File: config.mk
export PLATFORM = sky130hd
export DESIGN_NAME = sorted_array_priority_queue
export DESIGN_NICKNAME = d
export VERILOG_FILES = /design/src/design/sapq_pkg.sv /design/src/design/sapq_ctrl.sv /design/src/design/sapq_datapath.sv /design/src/design/sorted_array_priority_queue.sv
export SDC_FILE = /design/constraint.sdc
export NUM_CORES = 2
export LEC_CHECK = 0
export BUFFER_PORTS_ARGS = -buffer_cell sky130_fd_sc_hd__buf_4
export CORE_MARGIN = 10
export CORE_UTILIZATION = 69
export CTS_CLUSTER_SIZE = 24
export DETAILED_ROUTE_END_ITERATION = 7
export PLACE_DENSITY = 0.87
export RECOVER_POWER = 100
export SYNTH_ARGS = -nofsm -noshare
export SYNTH_HDL_FRONTEND = slang
export SYNTH_HIERARCHICAL = 1
export SYNTH_SLANG_ARGS = --single-unit
File: constraint.sdc
create_clock -name clock -period 12.5 [get_ports clock]
set_input_delay 1.25 -clock clock [delete_from_list [all_inputs] [get_ports clock]]
set_output_delay 1.25 -clock clock [all_outputs]
set_load 0.1 [all_outputs]
File: src/design/sapq_pkg.sv
// ----------------------------------------------------------------------------
// sapq_pkg
// Shared constants and types for the sorted array priority queue: store
// depth, field widths, operation and status codes, and the command struct
// passed from the controller to the datapath.
// ----------------------------------------------------------------------------
package sapq_pkg;

   localparam int DEPTH  = 16;
   localparam int IDX_W  = $clog2(DEPTH);
   localparam int CNT_W  = 5;
   localparam int KEY_W  = 32;
   localparam int CMD_W  = 2;
   localparam int STAT_W = 2;

   // Response data word: found, key_out, count_out from bit 0 up, padded to bytes.
   localparam int RSP_BITS = 1 + KEY_W + CNT_W;
   localparam int RSP_W    = ((RSP_BITS + 7) / 8) * 8;

   localparam logic [CMD_W-1:0] CMD_INSERT  = 2'd0;
   localparam logic [CMD_W-1:0] CMD_DEQUEUE = 2'd1;
   localparam logic [CMD_W-1:0] CMD_FIND    = 2'd2;

   localparam logic [STAT_W-1:0] ST_OK    = 2'd0;
   localparam logic [STAT_W-1:0] ST_FULL  = 2'd1;
   localparam logic [STAT_W-1:0] ST_EMPTY = 2'd2;

   localparam logic [CNT_W-1:0] LIMIT_RESET = CNT_W'(DEPTH);

   typedef struct packed {
      logic exec;       // apply the presented item and load the response register
   } ctrl_cmd_type;

endpackage

File: src/design/sapq_ctrl.sv
// ----------------------------------------------------------------------------
// sapq_ctrl
// Handshake controller: tracks whether the response register holds an item
// and decides when a request item is taken and executed.
// ----------------------------------------------------------------------------
module sapq_ctrl (
   input  logic                  clock,
   input  logic                  reset,
   input  logic                  req_tvalid,
   output logic                  req_tready,
   output logic                  rsp_tvalid,
   input  logic                  rsp_tready,
   output sapq_pkg::ctrl_cmd_type cmd
);
   import sapq_pkg::*;

   localparam logic S_EMPTY = 1'b0;
   localparam logic S_HOLD  = 1'b1;

   logic state_ff;
   logic state_in;
   logic accept;

   // A new item may enter whenever the held response leaves in the same cycle.
   assign req_tready = (state_ff == S_EMPTY) || rsp_tready;
   assign accept     = req_tvalid && req_tready;
   assign rsp_tvalid = (state_ff == S_HOLD);
   assign cmd.exec   = accept;

   always_comb begin
      state_in = state_ff;
      case (state_ff)
         S_EMPTY: begin
            if (accept) state_in = S_HOLD;
         end
         S_HOLD: begin
            if (accept) state_in = S_HOLD;
            else if (rsp_tready) state_in = S_EMPTY;
         end
         default: state_in = S_EMPTY;
      endcase
   end

   always_ff @(posedge clock) begin
      if (reset) begin
         state_ff <= S_EMPTY;
      end else begin
         state_ff <= state_in;
      end
   end

endmodule

File: src/design/sapq_datapath.sv
// ----------------------------------------------------------------------------
// sapq_datapath
// Row of key cells kept in ascending order, with one comparator per cell,
// the entry count, the limit register and the response register.
// ----------------------------------------------------------------------------
module sapq_datapath (
   input  logic                          clock,
   input  logic                          reset,
   input  sapq_pkg::ctrl_cmd_type        cmd,
   input  logic [sapq_pkg::CMD_W-1:0]    op,
   input  logic [sapq_pkg::KEY_W-1:0]    key,
   input  logic                          csr_we,
   input  logic [sapq_pkg::CNT_W-1:0]    csr_wdata,
   output logic [sapq_pkg::STAT_W-1:0]   status,
   output logic                          found,
   output logic [sapq_pkg::KEY_W-1:0]    key_out,
   output logic [sapq_pkg::CNT_W-1:0]    count_out
);
   import sapq_pkg::*;

   logic [KEY_W-1:0]  entry_ff [DEPTH];
   logic [KEY_W-1:0]  entry_in [DEPTH];
   logic [CNT_W-1:0]  count_ff, count_in;
   logic [CNT_W-1:0]  limit_ff;
   logic [CNT_W-1:0]  eff_limit;
   logic [CNT_W-1:0]  count_dec;
   logic [DEPTH-1:0]  at_or_after;
   logic [DEPTH-1:0]  hit;
   logic              is_full;
   logic              ins_do;
   logic [STAT_W-1:0] status_ff, status_in;
   logic              found_ff, found_in;
   logic [KEY_W-1:0]  key_out_ff, key_out_in;
   logic [CNT_W-1:0]  count_out_ff;

   assign eff_limit = (limit_ff > CNT_W'(DEPTH)) ? CNT_W'(DEPTH) : limit_ff;
   assign is_full   = (count_ff >= eff_limit);
   assign count_dec = count_ff - CNT_W'(1);
   assign ins_do    = cmd.exec && (op == CMD_INSERT) && !is_full;

   // Cells past the count act as greater keys, so the marked run starts at the
   // insert position; the stored keys are sorted, so the run is contiguous.
   always_comb begin
      for (int i = 0; i < DEPTH; i++) begin
         if (CNT_W'(i) < count_ff) begin
            at_or_after[i] = ($signed(entry_ff[i]) >= $signed(key));
            hit[i]         = (entry_ff[i] == key);
         end else begin
            at_or_after[i] = 1'b1;
            hit[i]         = 1'b0;
         end
      end
   end

   always_comb begin
      entry_in[0] = at_or_after[0] ? key : entry_ff[0];
      for (int i = 1; i < DEPTH; i++) begin
         if (at_or_after[i-1]) entry_in[i] = entry_ff[i-1];
         else if (at_or_after[i]) entry_in[i] = key;
         else entry_in[i] = entry_ff[i];
      end
   end

   always_comb begin
      count_in   = count_ff;
      status_in  = ST_OK;
      found_in   = 1'b0;
      key_out_in = '0;
      case (op)
         CMD_INSERT: begin
            if (is_full) status_in = ST_FULL;
            else count_in = count_ff + CNT_W'(1);
         end
         CMD_DEQUEUE: begin
            if (count_ff == '0) begin
               status_in = ST_EMPTY;
            end else begin
               count_in   = count_dec;
               key_out_in = entry_ff[count_dec[IDX_W-1:0]];
            end
         end
         CMD_FIND: begin
            found_in = |hit;
         end
         default: begin
            count_in = count_ff;
         end
      endcase
   end

   always_ff @(posedge clock) begin
      if (ins_do) begin
         for (int i = 0; i < DEPTH; i++) entry_ff[i] <= entry_in[i];
      end
   end

   always_ff @(posedge clock) begin
      if (reset) begin
         count_ff <= '0;
         limit_ff <= LIMIT_RESET;
      end else begin
         if (cmd.exec) count_ff <= count_in;
         if (csr_we) limit_ff <= csr_wdata;
      end
   end

   always_ff @(posedge clock) begin
      if (cmd.exec) begin
         status_ff    <= status_in;
         found_ff     <= found_in;
         key_out_ff   <= key_out_in;
         count_out_ff <= count_in;
      end
   end

   assign status    = status_ff;
   assign found     = found_ff;
   assign key_out   = key_out_ff;
   assign count_out = count_out_ff;

endmodule

File: src/design/sorted_array_priority_queue.sv
// ----------------------------------------------------------------------------
// sorted_array_priority_queue
// Bounded priority queue holding signed Q16.16 keys in ascending order.
// ----------------------------------------------------------------------------
// Usage:
// The request channel (req_) carries one item per operation: the operation
// in req_tuser (insert, dequeue largest, find) and the key in req_tdata.
// The response channel (rsp_) returns exactly one item per request: the
// status in rsp_tuser, and found, the dequeued key and the new count in
// rsp_tdata. The csr_ port writes the queue limit; the user must write it only
// while idle, as the block itself does not enforce this. Every cell compares
// its key with the request key in the same cycle, so the response is valid
// the cycle after the request is taken, and one item per cycle is sustained
// while the receiver keeps rsp_tready high. The response register frees
// itself in the cycle it is taken, so a new request is accepted in that
// same cycle. When the receiver stalls, the response is held and req_tready
// falls. Reset empties the queue, sets the limit to the full depth and drops
// rsp_tvalid; no clearing pass is needed.
// ----------------------------------------------------------------------------
module sorted_array_priority_queue (
   input  logic                          clock,
   input  logic                          reset,
   input  logic                          req_tvalid,
   output logic                          req_tready,
   input  logic [sapq_pkg::KEY_W-1:0]    req_tdata,   // [31:0] key
   input  logic [sapq_pkg::CMD_W-1:0]    req_tuser,   // [1:0] cmd
   output logic                          rsp_tvalid,
   input  logic                          rsp_tready,
   // [0] found, [32:1] key_out, [37:33] count_out, [39:38] zero
   output logic [sapq_pkg::RSP_W-1:0]    rsp_tdata,
   output logic [sapq_pkg::STAT_W-1:0]   rsp_tuser,   // [1:0] status
   input  logic                          csr_we,
   input  logic [sapq_pkg::CNT_W-1:0]    csr_wdata
);
   import sapq_pkg::*;

   ctrl_cmd_type     cmd;
   logic             found;
   logic [KEY_W-1:0] key_out;
   logic [CNT_W-1:0] count_out;

   sapq_ctrl u_ctrl (
      .clock      (clock),
      .reset      (reset),
      .req_tvalid (req_tvalid),
      .req_tready (req_tready),
      .rsp_tvalid (rsp_tvalid),
      .rsp_tready (rsp_tready),
      .cmd        (cmd)
   );

   sapq_datapath u_datapath (
      .clock      (clock),
      .reset      (reset),
      .cmd        (cmd),
      .op         (req_tuser),
      .key        (req_tdata),
      .csr_we     (csr_we),
      .csr_wdata  (csr_wdata),
      .status     (rsp_tuser),
      .found      (found),
      .key_out    (key_out),
      .count_out  (count_out)
   );

   assign rsp_tdata = RSP_W'({count_out, key_out, found});

endmodule

; After elaboration in Yosys (flattened, before gate mapping)
; Memories as Yosys holds them, arrays and structs flattened. A register that Yosys moved wholly into a read port is not among the register bits.
; Cells that the tools add are included.
[totals]
regBits = 19
ramBits = 512
inputBits = 44
output_inout_bits = 44
elab_cells = 148
n_memories = 1
[mem_list]
columns = memory, words, word_bits, rd, rd_ports_with_merged_regs, wr, line_no
row1 = u_datapath.entry_ff, 16, 32, 17, 1, 16, sapq_datapath.sv:21  ; logic [KEY_W-1:0] entry_ff [DEPTH];
[op_classes]
addsub = 2
order_cmp = 34
n_eq_ne = 18
mux = 76
n_bitwise = 2
reduce_logical = 9
[ops]
columns = operator, count
row1 = $mux W32, 31
row2 = $eq A32 B32 Y1, 16
row3 = $ge A32 B32 Y1, 16
row4 = $lt A4 B5 Y1 const A, 8
row5 = $mux W1, 38
row6 = $lt A3 B5 Y1 const A, 4
row7 = $reduce_or A16 Y1, 1
row8 = $mux W5, 3
row9 = $lt A1 B5 Y1 const A, 2
row10 = $lt A2 B5 Y1 const A, 2
row11 = $pmux W5 S2, 1
row12 = $add A5 B1 Y5 const B, 1
row13 = $ge A5 B5 Y1, 1
row14 = $gt A5 B5 Y1 const B, 1
row15 = $logic_not A5 Y1, 1
row16 = $sub A5 B1 Y5 const B, 1
row17 = $pmux W2 S2, 1
row18 = $logic_and A1 B1 Y1, 3
row19 = $eq A2 B1 Y1 const B, 1
row20 = $eq A2 B2 Y1 const B, 1
row21 = $logic_not A2 Y1, 1
row22 = $mux W2, 1
row23 = $not A1 Y1, 2
row24 = $pmux W1 S2, 1
row25 = other kinds (3), 3

; Depth between registers and ports, before layout
[depth]
depth_word = 7
depth_mapped = 13
depth_no_buf = 9

; By module
; The synthesis kept the hierarchy.
[modules_own_cells]
columns = mod, instances, cells_per_inst, area_per_inst_um2, seq_area_each_um2
row1 = sapq_datapath, 1, 2917, 39307.7, 16776.1
row2 = sapq_ctrl, 1, 5, 55.1, 20.0
row3 = sorted_array_priority_queue, 1, 4, 26.3, 0.0

; Least setup slack after synthesis
; No wires, ideal clock.
[synth_path]
kind = input-to-reg
startpoint = input port req_tdata[11] in the netlist's numbering
endpoint = memory u_datapath.entry_ff[2][0] (enable)
setup_time_ns = 0.432
arrival_time_ns = 5.197
required_time_ns = 12.068
slack_ns = 6.871
stages = 12
path_buffers = 3
cell_sequence = clkbuf_1 inv_1 ha_1 nand4_1 or4_1 a21o_1 a41oi_2 o21ai_0 and3b_1 buf_2 buf_6 a21oi_1
[synth_rtl]
columns = element, line_no
row1 = from (decl), sorted_array_priority_queue.sv:25  ; input logic [sapq_pkg::KEY_W-1:0] req_tdata,
row2 = to (decl), sapq_datapath.sv:21

==> qor.txt <==
number of remaining DRC errors: 0
layer with the highest usage: met2
area share of the leading cell type in the synthesized netlist: 0.421
Total Power: 5.27 mW
Antenna Nets Post-Route: 0
CP endpoint kind: register
Non-Filler Instances: 3797
first drt pass iteration count: 5
Post-CTS Setup Inserts: 0
Tot GR Track Use: 0.405
Clock Path Buffers: 3
Area Overhead vs Synth: 7.49%
via count: 29724
TNS Setup: 0 ps
crit path DAT: 9400 ps
die area: 67000 sq um
routing usage on met2: 0.570
WP data required: 12510 ps
drt wl/cell: 36.5 microns
Worst VDD drop: 0.127 mV
Post-synth top cells: 552 x edfxtp_1, 520 x ha_1, 428 x mux2_2, 214 x a21oi_1, 160 x mux4_2
Crit path max-delay family: buffers and inverters
Buf/Inv on CP: 4
count of input and output buffers: 85
Crit Path Max Fanout: 22
core area: 56500 sq um
initial antenna violation count: 3
CTS H-Tree Depth: 3
Startpoint Class: primary input
hold slack final: 516 ps
Core Rows: 87
Cells after Synth: 2926
area of the mapped netlist: 39400 sq um
Routability Congestion: 1.05
layout cells sized above 1: 0.238
# hold bufs at CTS: 0
vias per cell: 7.83
Static Leak: 15.8 nW
max_cap viols: 45
min setup slack post-route: 3110 ps
Final Max Slew Viols: 963
clk slew on worst S/H paths: 60 ps
Num CTS Buffers: 66
Rel. slew slack: -2.15
Sink Count: 563
IO Pins: 88
worst skew pair latency: 610 ps
post-layout min period: 9390 ps
Area contributors post-synth: edfxtp_1 42%, ha_1 17%, mux2_2 12%, mux4_2 9.1%, a21oi_1 2.7%
Fmax achieved: 106 MHz
first-pass GRT wire length: 198000 microns
worst-margin pin slew: 4730 ps
Iter 0 DRT Violations: 4307
dpl cells: 3678
RSZ-0062 raised after global routing: false
Place WS: 6080 ps
total power divided by cell area: 124 nW/um^2
post-CTS sizing: 0
final hold violation count: 0
CP max stage cell: clkbuf_1
Hold Crit Class: reg -> reg
Total Wirelength: 138000 microns
syn avg cell area: 13.5 sq um
post-DP HPWL: 99000 microns
Die X: 259 microns
number of enable flip-flop cells after synthesis: 552
Initial Utilization: 0.697
most common cell in the synthesized netlist: edfxtp_1
pin count of the biggest net entering global routing: 60
Synth warnings: 6
CP peak stage delay: 1700 ps
final setup fails: 0
met3 usage: 0.148
GRT met1 Usage: 0.541
failing checks: max-capacitance violations, max-slew violations
Die Y-Extent: 259 microns
status: complete, but fails checks
nets: 3554
Yosys reg bits: 563
vias in the first global route: 28835
CP cell instances: clkbuf_1, inv_1, ha_1, nand2_1, or4_1, a21o_1, a41oi_1, nor3_1, and3b_1, clkbuf_1, a21oi_1, clkbuf_1
Top FF cell, synth: edfxtp_1
TritonCTS clock tree: yes
CP Class: in -> reg
Tcrit/Tclk final: 0.751
Clock Skew: 25.3 ps
gr ovfl total: 0
CTS Root Cell: clkbuf_16
register area share after synthesis: 0.426
post-synth top area cell: edfxtp_1
async set-reset flop share out of synthesis: 0
Top cell by count, worst path: clkbuf_1
post-synth cell types: 88
==> metrics by stage <==
| step | util | cell area (sq um) |
|---|---|---|
| 3_3_place_gp | 0.723 | 40900 |
| 3_5_place_dp | 0.723 | 40900 |
| 2_1_floorplan | - | 39400 |
| 4_1_cts | 0.762 | 43000 |
| 6_report | 0.749 | 42300 |
| 5_1_grt | 0.749 | 42300 |
==> worst reg2reg max path: cells and delay by family, from the launching register on <==
kind,cells,cell delay (ps)
DFF,1,310
buffers and inverters,2,1720
and+or+nand+nor,3,3700
AOI/OAI and AO/OA,1,2400
==> routing by layer <==
metal	vias up	part of all wire
met5	-	0.00018
met4	4	0.061
met3	521	0.16
met2	2542	0.41
met1	14689	0.37
li1	11968	-
==> area by class of cell <==
class                      count  area [sq um]
sequential                   563         16800
multi-input combinational   2164         21600
fill                        3604         14200
clock inverter                33           332
clock buffer                  84          1860
antenna                        2          5.00
tap                          756           946
timing repair buffer         128           574
inverter                      67           251
==> power by group <==
part	switching, mW	leakage [nW]	internal (mW)
combinational	0.661	9.54	0.407
sequential	0.0600	5.16	2.16
clock	0.801	1.06	1.18
total	1.52	15.8	3.74
==> registers in the layout, summed over array words and instances (netlist names) <==
| signal | flops |
|---|---|
| u_datapath/entry_ff | 512 |
| u_datapath/key_out | 32 |
| u_datapath/count_ff | 5 |
| u_datapath/count_out | 5 |
| u_datapath/limit_ff | 5 |
| u_datapath/status | 2 |
| u_ctrl/rsp_tvalid | 1 |
| u_datapath/found | 1 |
==> final timing paths <==
path                            cells after the start  slack (ps)                                   end                                 from
worst min register to register                      2         520   u_datapath/limit_ff[1]$_SDFFE_PP0P_  u_datapath/limit_ff[1]$_SDFFE_PP0P_
worst max-delay path                               12        3110  u_datapath/entry_ff[2][12]$_DFFE_PP_                         req_tdata[7]
worst max register to register                      6        3980  u_datapath/entry_ff[9][18]$_DFFE_PP_         u_ctrl/rsp_tvalid$_SDFF_PP0_
worst min-delay path                                2         520   u_datapath/limit_ff[1]$_SDFFE_PP0P_  u_datapath/limit_ff[1]$_SDFFE_PP0P_
==> kinds of logic (layout without fill, tap and decap cells) <==
logic type / after synthesis / after routing / share of synthesized area
multiplexers: 662 / 662 / 0.235
flip-flops: 563 / 563 / 0.426
adder cells (fa/ha/maj): 520 / 520 / 0.165
AND/OR/NAND/NOR: 494 / 494 / 0.0695
AO/OA/AOI/OAI: 481 / 481 / 0.0780
buffers and inverters: 200 / 312 / 0.0243
XOR/XNOR: 5 / 5 / 0.00111
other: 1 / 4 / 0.0000952
==> layout by cell type (no fill, tap or decap), types with 53 or more instances in the layout <==
| cell | n |
|---|---|
| mux2_1 | 70 |
| clkbuf_1 | 114 |
| nand3_1 | 62 |
| nand4_1 | 100 |
| o21ai_0 | 65 |
| nor2b_1 | 58 |
| nand2_1 | 106 |
| ha_1 | 520 |
| clkbuf_16 | 72 |
| mux4_2 | 160 |
| mux2_2 | 418 |
| a21o_1 | 57 |
| a21oi_1 | 215 |
| inv_1 | 67 |
| edfxtp_1 | 552 |
| nor2_1 | 53 |
Note: power is estimated with default switching activity, not from simulation.
